## src/sv/wsd_pkg.sv

```systemverilog
`default_nettype none
package wsd_pkg;

  localparam int PhaseW = 3;

  localparam logic [PhaseW-1:0] PH_HDR0    = 3'd0;
  localparam logic [PhaseW-1:0] PH_HDR1    = 3'd1;
  localparam logic [PhaseW-1:0] PH_EXTLEN  = 3'd2;
  localparam logic [PhaseW-1:0] PH_MASK    = 3'd3;
  localparam logic [PhaseW-1:0] PH_PAYLOAD = 3'd4;
  localparam logic [PhaseW-1:0] PH_CLOSED  = 3'd5;

  localparam logic [3:0] OP_TEXT  = 4'h1;
  localparam logic [3:0] OP_CLOSE = 4'h8;
  localparam logic [3:0] OP_PING  = 4'h9;

  localparam logic [6:0] LEN_EXT16 = 7'd126;
  localparam logic [6:0] LEN_EXT64 = 7'd127;

  localparam logic [2:0] EXT16_BYTES_M1 = 3'd1;
  localparam logic [2:0] EXT64_BYTES_M1 = 3'd7;
  localparam logic [2:0] KEY_BYTES_M1   = 3'd3;

  localparam logic [1:0] EV_TEXT  = 2'd0;
  localparam logic [1:0] EV_PONG  = 2'd1;
  localparam logic [1:0] EV_CLOSE = 2'd2;

  typedef struct packed {
    logic [1:0] event_kind;
    logic [7:0] payload_byte;
    logic       last_of_message;
  } wsd_event_t;

endpackage
`default_nettype wire

```

## src/sv/wsd_byte_if.sv

```systemverilog
`default_nettype none
interface wsd_byte_if;
  logic       valid;
  logic       ready;
  logic [7:0] rx_byte;

  modport source (output valid, output rx_byte, input ready);
  modport sink (input valid, input rx_byte, output ready);
endinterface
`default_nettype wire

```

## src/sv/wsd_event_if.sv

```systemverilog
`default_nettype none
interface wsd_event_if;
  logic       valid;
  logic       ready;
  logic [1:0] event_kind;
  logic [7:0] payload_byte;
  logic       last_of_message;

  modport source (output valid, output event_kind, output payload_byte,
                  output last_of_message, input ready);
  modport sink (input valid, input event_kind, input payload_byte,
                input last_of_message, output ready);
endinterface
`default_nettype wire

```

## src/sv/wsd_parser.sv

```systemverilog
`default_nettype none
module wsd_parser (
  input  wire logic              clk,
  input  wire logic              rst,
  input  wire logic              take,
  input  wire logic [7:0]        rx_byte,
  output logic                   res_valid,
  output wsd_pkg::wsd_event_t    res
);
  import wsd_pkg::*;

  logic [PhaseW-1:0] phase, phase_next;
  logic [3:0]        frame_opcode, frame_opcode_next;
  logic              mask_present, mask_present_next;
  logic [63:0]       remaining_length, remaining_length_next;
  logic [2:0]        header_byte_count, header_byte_count_next;
  logic [31:0]       mask_key, mask_key_next;
  logic [1:0]        mask_position, mask_position_next;

  logic [63:0]       len_shift;
  logic [63:0]       len_dec;
  logic [6:0]        len7;
  logic [7:0]        key_byte;
  logic [7:0]        data;
  logic              fin_valid;
  logic [1:0]        fin_kind;
  logic [PhaseW-1:0] fin_phase;

  // frame end: close locks up, ping asks for a pong
  always_comb begin
    fin_valid = 1'b0;
    fin_kind  = EV_TEXT;
    fin_phase = PH_HDR0;
    if (frame_opcode == OP_CLOSE) begin
      fin_valid = 1'b1;
      fin_kind  = EV_CLOSE;
      fin_phase = PH_CLOSED;
    end else if (frame_opcode == OP_PING) begin
      fin_valid = 1'b1;
      fin_kind  = EV_PONG;
    end
  end

  always_comb begin
    case (mask_position)
      2'd0:    key_byte = mask_key[31:24];
      2'd1:    key_byte = mask_key[23:16];
      2'd2:    key_byte = mask_key[15:8];
      default: key_byte = mask_key[7:0];
    endcase
  end

  assign len7      = rx_byte[6:0];
  assign len_shift = {remaining_length[55:0], rx_byte};
  assign len_dec   = remaining_length - 64'd1;
  assign data      = mask_present ? (rx_byte ^ key_byte) : rx_byte;

  always_comb begin
    phase_next             = phase;
    frame_opcode_next      = frame_opcode;
    mask_present_next      = mask_present;
    remaining_length_next  = remaining_length;
    header_byte_count_next = header_byte_count;
    mask_key_next          = mask_key;
    mask_position_next     = mask_position;
    res_valid              = 1'b0;
    res                    = '0;

    case (phase)
      PH_CLOSED: begin
      end
      PH_HDR1: begin
        mask_present_next = rx_byte[7];
        if (len7 == LEN_EXT16) begin
          phase_next             = PH_EXTLEN;
          header_byte_count_next = EXT16_BYTES_M1;
          remaining_length_next  = '0;
        end else if (len7 == LEN_EXT64) begin
          phase_next             = PH_EXTLEN;
          header_byte_count_next = EXT64_BYTES_M1;
          remaining_length_next  = '0;
        end else begin
          remaining_length_next = {57'd0, len7};
          if (rx_byte[7]) begin
            phase_next             = PH_MASK;
            header_byte_count_next = KEY_BYTES_M1;
            mask_key_next          = '0;
          end else begin
            mask_position_next = '0;
            if (len7 == 7'd0) begin
              phase_next       = fin_phase;
              res_valid        = fin_valid;
              res.event_kind   = fin_kind;
            end else begin
              phase_next = PH_PAYLOAD;
            end
          end
        end
      end
      PH_EXTLEN: begin
        remaining_length_next = len_shift;
        if (header_byte_count == 3'd0) begin
          if (mask_present) begin
            phase_next             = PH_MASK;
            header_byte_count_next = KEY_BYTES_M1;
            mask_key_next          = '0;
          end else begin
            mask_position_next = '0;
            if (len_shift == 64'd0) begin
              phase_next     = fin_phase;
              res_valid      = fin_valid;
              res.event_kind = fin_kind;
            end else begin
              phase_next = PH_PAYLOAD;
            end
          end
        end else begin
          header_byte_count_next = header_byte_count - 3'd1;
        end
      end
      PH_MASK: begin
        mask_key_next = {mask_key[23:0], rx_byte};
        if (header_byte_count == 3'd0) begin
          mask_position_next = '0;
          if (remaining_length == 64'd0) begin
            phase_next     = fin_phase;
            res_valid      = fin_valid;
            res.event_kind = fin_kind;
          end else begin
            phase_next = PH_PAYLOAD;
          end
        end else begin
          header_byte_count_next = header_byte_count - 3'd1;
        end
      end
      PH_PAYLOAD: begin
        mask_position_next    = mask_position + 2'd1;
        remaining_length_next = len_dec;
        if (frame_opcode == OP_TEXT) begin
          res_valid           = 1'b1;
          res.event_kind      = EV_TEXT;
          res.payload_byte    = data;
          res.last_of_message = (len_dec == 64'd0);
          if (len_dec == 64'd0) begin
            phase_next = PH_HDR0;
          end
        end else if (len_dec == 64'd0) begin
          phase_next     = fin_phase;
          res_valid      = fin_valid;
          res.event_kind = fin_kind;
        end
      end
      default: begin
        frame_opcode_next = rx_byte[3:0];
        phase_next        = PH_HDR1;
      end
    endcase
  end

  always_ff @(posedge clk) begin
    if (rst) begin
      phase             <= PH_HDR0;
      frame_opcode      <= '0;
      mask_present      <= 1'b0;
      remaining_length  <= '0;
      header_byte_count <= '0;
      mask_key          <= '0;
      mask_position     <= '0;
    end else if (take) begin
      phase             <= phase_next;
      frame_opcode      <= frame_opcode_next;
      mask_present      <= mask_present_next;
      remaining_length  <= remaining_length_next;
      header_byte_count <= header_byte_count_next;
      mask_key          <= mask_key_next;
      mask_position     <= mask_position_next;
    end
  end

endmodule
`default_nettype wire

```

## src/sv/wsd_out_reg.sv

```systemverilog
`default_nettype none
module wsd_out_reg (
  input  wire logic                clk,
  input  wire logic                rst,
  input  wire logic                load,
  input  wire wsd_pkg::wsd_event_t load_data,
  output logic                     space,
  wsd_event_if.source              events
);
  import wsd_pkg::*;

  logic       full;
  wsd_event_t held;

  assign space = !full || events.ready;

  always_ff @(posedge clk) begin
    if (rst) begin
      full <= 1'b0;
    end else if (load) begin
      full <= 1'b1;
    end else if (events.ready) begin
      full <= 1'b0;
    end
  end

  always_ff @(posedge clk) begin
    if (load) begin
      held <= load_data;
    end
  end

  assign events.valid           = full;
  assign events.event_kind      = held.event_kind;
  assign events.payload_byte    = held.payload_byte;
  assign events.last_of_message = held.last_of_message;

endmodule
`default_nettype wire

```

## src/sv/websocket_frame_deframer.sv

```systemverilog
// WebSocket receive-side deframer. One byte of the framed stream is taken per beat on rx and
// parsed combinationally: header, 16/64-bit extended length, optional mask key, then payload.
// Text payload bytes leave unmasked on events with the final byte of each frame marked; a ping
// frame yields a pong request, a close frame yields a close event after which all bytes are
// swallowed until reset. Binary, continuation, pong and reserved frames are dropped. A new byte
// is accepted every cycle while the single output register is empty or being drained; results
// appear in the cycle after their byte is taken, and a stalled events sink stalls rx only once
// that register holds an untaken beat. FIN and RSV bits are not checked.
`default_nettype none
module websocket_frame_deframer (
  input  wire logic   clk,
  input  wire logic   rst,
  wsd_byte_if.sink    rx,
  wsd_event_if.source events
);
  import wsd_pkg::*;

  logic       take;
  logic       space;
  logic       res_valid;
  wsd_event_t res;

  assign rx.ready = space;
  assign take     = rx.valid && space;

  wsd_parser u_parser (
    .clk       (clk),
    .rst       (rst),
    .take      (take),
    .rx_byte   (rx.rx_byte),
    .res_valid (res_valid),
    .res       (res)
  );

  wsd_out_reg u_out_reg (
    .clk       (clk),
    .rst       (rst),
    .load      (take && res_valid),
    .load_data (res),
    .space     (space),
    .events    (events)
  );

endmodule
`default_nettype wire

```

## src/flat_wrapper.sv

```systemverilog
// flat-port wrapper written by rule: the top's interface ports become plain ports
module websocket_frame_deframer_flat import wsd_pkg::*;
  (clk, rst, rx_valid, rx_rx_byte, rx_ready, events_valid, events_event_kind, events_payload_byte, events_last_of_message, events_ready);
  wsd_byte_if rx_i ();
  wsd_event_if events_i ();
  input  wire logic clk;
  input  wire logic rst;
  input wire logic [$bits(rx_i.valid)-1:0] rx_valid;
  input wire logic [$bits(rx_i.rx_byte)-1:0] rx_rx_byte;
  output wire logic [$bits(rx_i.ready)-1:0] rx_ready;
  output wire logic [$bits(events_i.valid)-1:0] events_valid;
  output wire logic [$bits(events_i.event_kind)-1:0] events_event_kind;
  output wire logic [$bits(events_i.payload_byte)-1:0] events_payload_byte;
  output wire logic [$bits(events_i.last_of_message)-1:0] events_last_of_message;
  input wire logic [$bits(events_i.ready)-1:0] events_ready;
  assign rx_i.valid = rx_valid;
  assign rx_i.rx_byte = rx_rx_byte;
  assign rx_ready = rx_i.ready;
  assign events_valid = events_i.valid;
  assign events_event_kind = events_i.event_kind;
  assign events_payload_byte = events_i.payload_byte;
  assign events_last_of_message = events_i.last_of_message;
  assign events_i.ready = events_ready;
  websocket_frame_deframer u_core (.clk(clk), .rst(rst), .rx(rx_i), .events(events_i));
endmodule
```

## config.mk

```make
export PLATFORM = sky130hd
export DESIGN_NAME = websocket_frame_deframer_flat
export DESIGN_NICKNAME = d
export VERILOG_FILES = /design/src/sv/wsd_pkg.sv /design/src/sv/wsd_byte_if.sv /design/src/sv/wsd_event_if.sv /design/src/sv/wsd_parser.sv /design/src/sv/wsd_out_reg.sv /design/src/sv/websocket_frame_deframer.sv /design/src/flat_wrapper.sv
export SDC_FILE = /design/constraint.sdc
export NUM_CORES = 1
export LEC_CHECK = 0
export BUFFER_PORTS_ARGS = -buffer_cell sky130_fd_sc_hd__buf_4
export CORE_MARGIN = 1.5
export CORE_UTILIZATION = 35
export CTS_CLUSTER_DIAMETER = 30
export DETAILED_ROUTE_END_ITERATION = 10
export SLEW_MARGIN = 20
export SYNTH_ARGS = -nofsm -noshare
export SYNTH_HDL_FRONTEND = slang
export SYNTH_SLANG_ARGS = --single-unit
```

## constraint.sdc

```tcl
create_clock -name clk -period 6.3 [get_ports clk]
set_clock_uncertainty 0.1 [all_clocks]
set_input_delay 0.945 -clock clk [delete_from_list [all_inputs] [get_ports clk]]
set_output_delay 0.945 -clock clk [all_outputs]
set_load 0.01 [all_outputs]
```

==> results of run 1 <==
[state kept, by name, summed over array words and instances, names as in the netlist]
name and cells:
u_core.u_parser.remaining_length 64, u_core.u_parser.mask_key 32, u_core.u_out_reg.events.payload_byte 8, u_core.u_parser.frame_opcode 4, u_core.u_parser.header_byte_count 3, u_core.u_parser.phase 3, u_core.u_out_reg.events.event_kind 2, u_core.u_parser.mask_position 2
u_core.u_out_reg.events.last_of_message 1, u_core.u_out_reg.events.valid 1, u_core.u_parser.mask_present 1
[how the worst max path moves through the flow]
stage / startpoint / end / slack [ns]
CTS: u_core.u_parser.remaining_length[0] / u_core.u_out_reg.events.payload_byte[1] / 1.36
global route: u_core.u_parser.remaining_length[0] / u_core.u_out_reg.events.payload_byte[1] / 1.03
global placement: u_core.u_parser.remaining_length[0] / u_core.u_out_reg.events.payload_byte[0] / 1.41
floorplan: u_core.u_parser.remaining_length[0] / u_core.u_out_reg.events.event_kind[0] / 1.38
finish: u_core.u_parser.remaining_length[0] / u_core.u_out_reg.events.payload_byte[1] / 1.28
detailed placement: u_core.u_parser.remaining_length[0] / u_core.u_out_reg.events.payload_byte[4] / 1.38
[cell type report]
class,count,area [sq um]
Multi-Input combinational cell,908,5320
Clock inverter,15,168
Timing Repair Buffer,33,248
Tap cell,319,399
Clock buffer,17,425
Inverter,17,63.8
Fill cell,2482,14200
Sequential cell,121,2530
[logic make-up (layout without fill, tap and decap cells)]
| kind of cell | count (synthesis) | in the layout | synth area share [%] |
|---|---|---|---|
| simple gates | 564 | 564 | 34.7 |
| compound gates | 284 | 284 | 22.0 |
| flops | 121 | 121 | 30.5 |
| buf+inv | 119 | 82 | 5.85 |
| xor+xnor | 45 | 45 | 4.84 |
| fa+ha+maj | 9 | 9 | 1.36 |
| mux | 6 | 6 | 0.723 |
[critical path, stage by stage, from the launching register on]
cell and delay, ns:
dfxtp_1 0.39, inv_1 0.13, ha_1 0.33, or3b_2 0.54, or4_1 0.68, or4_4 0.49
or4_4 0.46, xnor2_2 0.16, or4_1 0.52, nor4_2 0.33, nand4_1 0.17, a21oi_1 0.19
buf_4 0.23
[layer usage]
metal | wire length [microns] | up-vias | track usage, %
li1 | - | 4105 | -
met1 | 13000 | 4121 | 32.7
met2 | 12200 | 348 | 33.4
met3 | 1820 | 69 | 3.80
met4 | 787 | 0 | 8.72
met5 | 0 | - | 0
[metrics by stage]
step | total power [mW] | util [%] | area (sq um) | hold slack, ns | setup slack (ns)
after CTS | 2.94 | 39.1 | 9160 | 0.354 | 1.36
final | 2.96 | 39.1 | 9160 | 0.352 | 1.28
after global routing | 3.09 | 39.1 | 9160 | 0.368 | 1.03
after floorplan | 1.65 | - | 8300 | 0.331 | 1.38
after detailed placement | 1.93 | 36.6 | 8570 | 0.344 | 1.38
after global placement | 1.93 | 36.6 | 8570 | 0.339 | 1.41
[cells in the mapped netlist, drive strengths merged, types with 22 or more instances]
cell type,instances
clkbuf,88
or4,22
a21oi,91
nand2,158
dfxtp,110
nor2,141
nand3,56
xnor2,23
nor3,48
a22oi,27
xor2,22
o21ai,75
nor4,42
[power breakdown]
group          switching [mW]  total (mW)  internal, mW
clock                   0.446        1.01         0.565
sequential             0.0624       0.865         0.802
combinational           0.723        1.08         0.361
total                    1.23        2.96          1.73
==> impl_metrics.env, run 1 <==
export IMPL_yosys_area_top_type_share_pct=26.5
export IMPL_most_common_layout_cells="nand2_1, nor2_1, dfxtp_1"
export IMPL_fmax_mhz=199
export IMPL_hold_class="flop to flop"
export IMPL_grt_setup_unrepaired="false"
export IMPL_wirelength_microns=27800
export IMPL_r2r_end="u_core.u_out_reg.events.payload_byte[1]"
export IMPL_synth_area_sq_mm=0.00830
export IMPL_htreeDepth=4
export IMPL_whs_path_depth=2
export IMPL_period_needed_ns=5.02
export IMPL_timing_rr_start="u_core.u_parser.remaining_length[0]"
export IMPL_drive_gt1_share_pct=9.36
export IMPL_port_buffers=24
export IMPL_dr_pass1_iters=6
export IMPL_area_delta_synth_final_pct=10.3
export IMPL_grt_max_degree=74
export IMPL_synthCells=1148
export IMPL_synthArstFlopShare_pct=0
export IMPL_yosys_warnings=0
export IMPL_syn_nets=1169
export IMPL_grt_overflow=0
export IMPL_power_leakage_nw=3.11
export IMPL_hold_buffers=0
export IMPL_path_class="flop to flop"
export IMPL_core_sq_mm=0.0234
export IMPL_crit_arrival_ns=5.06
export IMPL_synth_seq_cells=121
export IMPL_start_util_pct=35.5
export IMPL_worstSetupStartpointType="flop"
export IMPL_cts_root_buffer="clkbuf_16"
export IMPL_dp_hpwl_microns=18500
export IMPL_yosys_area_top_type="dfxtp_1"
export IMPL_setup_viol=0
export IMPL_final_common_cell="nand2_1"
export IMPL_synth_cell_type_count=77
export IMPL_die_y_microns=157
export IMPL_placed_cells=1398
export IMPL_route_vias_total=8643
export IMPL_cap_viol_max_count=0
export IMPL_io_pins=25
export IMPL_finalNetCount=1119
export IMPL_die_area_sq_mm=0.0247
export IMPL_fp_row_count=56
export IMPL_grt_antenna_before_repair=0
export IMPL_chipWidth_microns=157
export IMPL_cts_buffers_inserted=17
export IMPL_final_max_slew_violation_count=0
export IMPL_vdd_ir_drop_max_v=0.000189
export IMPL_relSlewSlack_pct=35.3
export IMPL_synth_edf_count=11
export IMPL_ys_top_cells_by_area="dfxtp_1, nand2_1, nor2_1"
export IMPL_crit_fanout=11
export IMPL_grt_pass1_vias=7696
export IMPL_fin_tns_setup_ns=0
export IMPL_syn_avg_cell_area_sq_um=7.23
export IMPL_cts_tree="yes"
export IMPL_grt_use_total_pct=22.7
export IMPL_r2r_slack_ns=1.28
export IMPL_via_per_inst=6.04
export IMPL_clk_pin_slew_ns=0.06
export IMPL_power_density_mw_per_mm2=323
export IMPL_antenna_diode_count=0
export IMPL_postCtsSetupRepairBufs=0
export IMPL_holdPathEnd="u_core.u_parser.mask_key[24]"
export IMPL_clk_latency_ns=0.45
export IMPL_synth_main_ff_cell="dfxtp_1"
export IMPL_hp_start="u_core.u_parser.mask_key[24]"
export IMPL_drtIter0Drc=1058
export IMPL_crit_required_ns=6.34
export IMPL_worstMarginPinSlew_ns=0.970
export IMPL_ant_nets=0
export IMPL_r2r_cells=12
export IMPL_gp_congestion=0.949
export IMPL_finalCritPeriodShare_pct=79.6
export IMPL_clockBufferDepth=2
export IMPL_routedWlPerCell_microns=19.5
export IMPL_cts_repair_resized=0
export IMPL_drc=0
export IMPL_ys_seq_area_share_pct=30.5
export IMPL_finalHoldViolCount=0
export IMPL_cts_sinks=121
export IMPL_instances_no_fill=1430
export IMPL_status="finished clean"
export IMPL_cp_end_kind="flop"
export IMPL_grt_pass1_wl_microns=43900
Power figures use the tool's default switching activity.
==> run 2, diff against run 1 <==
- clock period: 6.3 -> 4.24 ns (I/O delays scaled with it)
==> run 2 against run 1 <==
  * Global-route usage grew 1.5 points
  * Setup slack got worse by 1.2 ns
  * Register-to-register slack got worse by 1.2 ns
  * Wire length grew 5.6%
  * Power rose by 57%
==> impl_metrics.env, run 2 (synthesized netlist as in run 1, its figures left out) <==
export IMPL_status="finished clean"
export IMPL_whs_ns=0.356
export IMPL_vdd_ir_drop_max_v=0.000284
export IMPL_die_area_sq_mm=0.0247
export IMPL_htreeDepth=4
export IMPL_clk_latency_ns=0.44
export IMPL_io_pins=25
export IMPL_cpMostUsedCell="or4_4"
export IMPL_fin_tns_setup_ns=0
export IMPL_grt_antenna_before_repair=0
export IMPL_chipWidth_microns=157
export IMPL_antenna_diode_count=0
export IMPL_wirelength_microns=29400
export IMPL_relSlewSlack_pct=30.8
export IMPL_cpMaxStageDelayCell="or4_4"
export IMPL_start_util_pct=35.5
export IMPL_route_vias_total=9088
export IMPL_gp_congestion=0.984
export IMPL_ant_nets=0
export IMPL_period_needed_ns=4.19
export IMPL_grt_pass1_vias=8423
export IMPL_routedWlPerCell_microns=19.3
export IMPL_crit_fanout=9
export IMPL_power_total_mw=4.63
export IMPL_pre_cts_slack_ns=-0.0498
export IMPL_path_cells="inv_4, ha_4, or3b_4, or4_4, or4_4, or4_4, xnor2_2, or4_4, nor4_4, nand4_1, a21oi_4, buf_12"
export IMPL_path_buf_inv=2
export IMPL_finalCritPeriodShare_pct=98.9
export IMPL_instances_no_fill=1524
export IMPL_fillers=2410
export IMPL_finalHoldViolCount=0
export IMPL_via_per_inst=5.96
export IMPL_hold_class="flop to flop"
export IMPL_cts_tree="yes"
export IMPL_crit_required_ns=4.29
export IMPL_port_buffers=24
export IMPL_dp_hpwl_microns=20700
export IMPL_top_register="u_core.u_parser.remaining_length"
export IMPL_drc=0
export IMPL_setup_viol=0
export IMPL_clockBufferDepth=2
export IMPL_largest_reg_flops=64
export IMPL_dr_pass1_iters=7
export IMPL_hold_buffers=0
export IMPL_critical_path_cell_count=12
export IMPL_cts_buffers_inserted=17
export IMPL_grt_setup_unrepaired="true"
export IMPL_core_sq_mm=0.0234
export IMPL_cpPeakStageDelay_ns=0.56
export IMPL_power_density_mw_per_mm2=466
export IMPL_drtIter0Drc=1116
export IMPL_path_delay_family="simple AND/OR/NAND/NOR gates"
export IMPL_cts_root_buffer="clkbuf_16"
export IMPL_cap_viol_max_count=0
export IMPL_crit_arrival_ns=4.25
export IMPL_clk_pin_slew_ns=0.07
export IMPL_whs_path_depth=2
export IMPL_worst_slack_ns=0.0456
export IMPL_cts_sinks=121
export IMPL_grt_overflow=0
export IMPL_power_leakage_nw=3.60
export IMPL_fmax_mhz=238
export IMPL_most_common_layout_cells="nand2_1, nor2_1, buf_4"
export IMPL_placed_cells=1491
export IMPL_die_y_microns=157
export IMPL_final_max_slew_violation_count=0
export IMPL_area_delta_synth_final_pct=19.8
export IMPL_drive_gt1_share_pct=17.3
export IMPL_cp_end_kind="flop"
export IMPL_r2r_cells=12
export IMPL_grt_pass1_wl_microns=46800
export IMPL_fp_row_count=56
export IMPL_final_common_cell="nand2_1"
export IMPL_grt_use_total_pct=24.2
export IMPL_worstMarginPinSlew_ns=1.03
export IMPL_finalNetCount=1213
export IMPL_path_class="flop to flop"
export IMPL_worstSetupStartpointType="flop"
export IMPL_grt_max_degree=73
-- run 2: cell count changes in the layout (fill, tap and decap cells not counted), sizes merged --
| cell | previous run | this run |
|---|---|---|
| clkinv | 2 | 0 |
| buf | 33 | 127 |
| inv | 29 | 32 |
| bufinv | 1 | 0 |
-- run 2: per-stage QoR --
step           area, sq um  util, %
6_report              9940     42.5
5_1_grt               9940     42.5
3_5_place_dp          9330     39.9
2_1_floorplan         8350        -
4_1_cts               9930     42.4
3_3_place_gp          9330     39.9
-- run 2: final cells by class --
type	count	area, sq um	share of cell area [%]
flip-flops and latches	121	2540	25.5
inverters	17	68.8	0.692
repair buffers	127	978	9.84
clock inverters	15	139	1.40
multi-input cells	908	5390	54.2
well taps	319	399	4.01
clock buffers	17	425	4.28
-- run 2: worst reg2reg max path: stages (launching register included) --
cell     delay [ns]
dfxtp_4        0.35
inv_4          0.06
ha_4           0.12
or3b_4         0.38
or4_4          0.56
or4_4          0.45
or4_4          0.45
xnor2_2        0.16
or4_4          0.50
nor4_4         0.19
nand4_1        0.21
a21oi_4        0.23
buf_12         0.15
-- run 2: path summary, 6_finish.rpt --
kind	startpoint	end	slack, ns
worst max-delay path	u_core.u_parser.remaining_length[1]	u_core.u_out_reg.events.payload_byte[4]	0.05
worst min-delay path	u_core.u_parser.mask_key[28]	u_core.u_parser.mask_key[28]	0.36
worst max register to register	u_core.u_parser.remaining_length[1]	u_core.u_out_reg.events.payload_byte[4]	0.05
worst min register to register	u_core.u_parser.mask_key[28]	u_core.u_parser.mask_key[28]	0.36
-- run 2: power breakdown --
part           internal [mW]  switching, mW
Sequential              1.19         0.0456
Clock                  0.782          0.670
Combinational          0.737           1.20
-- run 2: timing repair --
action / CTS / global route
endpoints found under the hold margin: 0 / 0
setup endpoints to repair: 13 / 15
gates cloned: 0 / 0
buffers inserted: 1 / 0
gates resized for setup: 4 / 4
pin swaps: 2 / 5
-- run 2: metal layers --
layer  vias to the layer above  track usage, %  routed length (microns)
met5                         -               0                        0
met4                         0            9.75                      863
met3                        77            3.99                     2300
met2                       431            37.2                    13300
met1                      4288            33.5                    12900
li1                       4292               -                        -
==> run 3, diff against run 2 <==
- MAX_ROUTING_LAYER: not set -> met4
- clock period: 4.24 -> 5 ns (I/O delays scaled with it)
==> run 3 against run 2 <==
  * Setup slack improved by 0.18 ns
  * Power down 19%
  * Die area is the same
  * Largest cell class unchanged
  * Sequential cell count unchanged
  * Critical path type unchanged
  * Combinational power down 25%
  * Clock power shrank 16%
  * Core utilization is 2.5 points lower
  * Register-to-register slack gained 0.18 ns
  * Design area decreased by 5.8%
==> impl_metrics.env, run 3 (synthesized netlist as in run 1, its figures left out) <==
export IMPL_status="finished clean"
export IMPL_finalHoldViolCount=0
export IMPL_route_vias_total=8786
export IMPL_grt_antenna_before_repair=0
export IMPL_clk_latency_ns=0.43
export IMPL_grt_setup_unrepaired="false"
export IMPL_grt_overflow=0
export IMPL_htreeDepth=4
export IMPL_dp_hpwl_microns=19100
export IMPL_routedWlPerCell_microns=19.4
export IMPL_largest_reg_flops=64
export IMPL_multi_input_area_sq_mm=0.00533
export IMPL_grt_pass1_vias=7968
export IMPL_most_common_layout_cells="nand2_1, nor2_1, dfxtp_1"
export IMPL_cts_root_buffer="clkbuf_16"
export IMPL_clock_power_share_pct=32.6
export IMPL_timing_rr_start="u_core.u_parser.remaining_length[0]"
export IMPL_pre_cts_slack_ns=0.134
export IMPL_register_area_sq_mm=0.00253
export IMPL_design_area_sq_mm=0.00937
export IMPL_drive_gt1_share_pct=11.8
export IMPL_io_pins=25
export IMPL_path_class="flop to flop"
export IMPL_period_needed_ns=4.78
export IMPL_antenna_diode_count=0
export IMPL_top_register="u_core.u_parser.remaining_length"
export IMPL_r2r_cells=12
export IMPL_setup_viol=0
export IMPL_crit_required_ns=5.04
export IMPL_crit_fanout=8
export IMPL_final_max_slew_violation_count=0
export IMPL_worst_slack_ns=0.222
export IMPL_drc=0
export IMPL_worstMarginPinSlew_ns=0.960
export IMPL_cts_tree="yes"
export IMPL_switchingPower_mw=1.57
export IMPL_grt_use_total_pct=23.8
export IMPL_swShare_pct=41.7
export IMPL_clockBufferDepth=2
export IMPL_fp_row_count=56
export IMPL_power_leakage_nw=3.24
export IMPL_fmax_mhz=209
export IMPL_start_util_pct=35.5
export IMPL_fillers=2435
export IMPL_final_common_cell="nand2_1"
export IMPL_port_buffers=24
export IMPL_fin_tns_setup_ns=0
export IMPL_crit_arrival_ns=4.81
export IMPL_worstSetupStartpointType="flop"
export IMPL_via_per_inst=6.02
export IMPL_pwr_share_seq_pct=28.7
export IMPL_gp_congestion=0.983
export IMPL_chipWidth_microns=157
export IMPL_postPlaceCellArea_sq_mm=0.00878
export IMPL_cp_end_kind="flop"
export IMPL_intPower_mw=2.19
export IMPL_core_sq_mm=0.0234
export IMPL_holdPathEnd="u_core.u_parser.mask_key[27]"
export IMPL_cap_viol_max_count=0
export IMPL_die_area_sq_mm=0.0247
export IMPL_grt_pass1_wl_microns=44900
export IMPL_hp_start="u_core.u_parser.mask_key[27]"
export IMPL_area_delta_synth_final_pct=12.8
export IMPL_vdd_ir_drop_max_v=0.000265
export IMPL_finalCritPeriodShare_pct=95.6
export IMPL_relSlewSlack_pct=36.0
export IMPL_wirelength_microns=28300
export IMPL_clk_pin_slew_ns=0.06
export IMPL_r2r_end="u_core.u_out_reg.events.payload_byte[3]"
export IMPL_hold_class="flop to flop"
export IMPL_postCtsSetupRepairBufs=0
export IMPL_cts_buffers_inserted=17
export IMPL_ant_nets=0
export IMPL_finalNetCount=1148
export IMPL_die_y_microns=157
export IMPL_whs_path_depth=2
export IMPL_dr_pass1_iters=6
export IMPL_r2r_slack_ns=0.22
export IMPL_power_density_mw_per_mm2=401
export IMPL_cts_sinks=121
export IMPL_grt_max_degree=73
export IMPL_drtIter0Drc=1087
export IMPL_comb_power_share_pct=38.7
-- run 3: cell count changes in the layout (fill, tap and decap cells not counted), moves of 2 or more --
cell,previous run,this run
dfxtp_1,108,110
inv_4,5,1
buf_12,2,0
buf_4,125,62
nor4_4,7,5
inv_1,15,17
dfxtp_4,2,0
-- run 3: worst max path at each step --
| stage | from | end | slack [ns] |
|---|---|---|---|
| after floorplan | u_core.u_parser.remaining_length[0] | u_core.u_out_reg.events.event_kind[0] | 0.08 |
| after global placement | u_core.u_parser.remaining_length[0] | u_core.u_out_reg.events.payload_byte[3] | 0.26 |
| after detailed placement | u_core.u_parser.remaining_length[0] | u_core.u_out_reg.events.payload_byte[3] | 0.13 |
| after CTS | u_core.u_parser.remaining_length[0] | u_core.u_out_reg.events.payload_byte[3] | 0.11 |
| after global routing | u_core.u_parser.remaining_length[0] | u_core.u_out_reg.events.payload_byte[3] | 0.04 |
| final | u_core.u_parser.remaining_length[0] | u_core.u_out_reg.events.payload_byte[3] | 0.22 |
-- run 3: area by class of cell --
class                      count  area share, %
clock buffer                  17           4.54
multi-input combinational    908           56.9
sequential                   121           27.0
timing repair buffer          62           4.97
clock inverter                15           1.58
tap                          319           4.26
inverter                      17          0.681
-- run 3: layer usage --
layer / vias up / global-route usage, % / wire [microns]
met1: 4162 / 32.7 / 13000
li1: 4165 / - / -
met5: - / - / 0
met4: 0 / 7.68 / 633
met2: 405 / 35.8 / 12700
met3: 54 / 3.66 / 1920
-- run 3: power by group through the flow --
| stage | logic, mW | clock network, mW | registers [mW] |
|---|---|---|---|
| floorplan | 1.02 | 0 | 1.05 |
| global placement | 1.41 | 0 | 1.09 |
| detailed placement | 1.41 | 0 | 1.09 |
| CTS | 1.42 | 1.24 | 1.07 |
| global route | 1.56 | 1.28 | 1.08 |
| finish | 1.45 | 1.22 | 1.08 |
-- run 3: timing repair --
action / in CTS / in global routing
resized for setup: 0 / 2
endpoints found under the setup margin: 0 / 11
hold buffers: 0 / 0
endpoints found under the hold margin: 0 / 0
-- run 3: per-stage QoR --
stage	total power, mW	std cells	hold slack [ns]	util [%]
floorplan	2.08	1148	0.331	-
global route	3.92	1459	0.373	40.0
global placement	2.51	1427	0.340	37.5
CTS	3.73	1459	0.355	40.0
finish	3.75	1459	0.354	40.0
detailed placement	2.50	1427	0.345	37.5
-- run 3: critical path, stage by stage (launching register included) --
cell and delay, ns:
dfxtp_1 0.39, inv_1 0.13, ha_1 0.18, or3b_2 0.52, or4_4 0.61, or4_4 0.47
or4_4 0.46, xnor2_2 0.17, or4_1 0.50, nor4_2 0.33, nand4_1 0.20, a21oi_2 0.22
buf_4 0.20
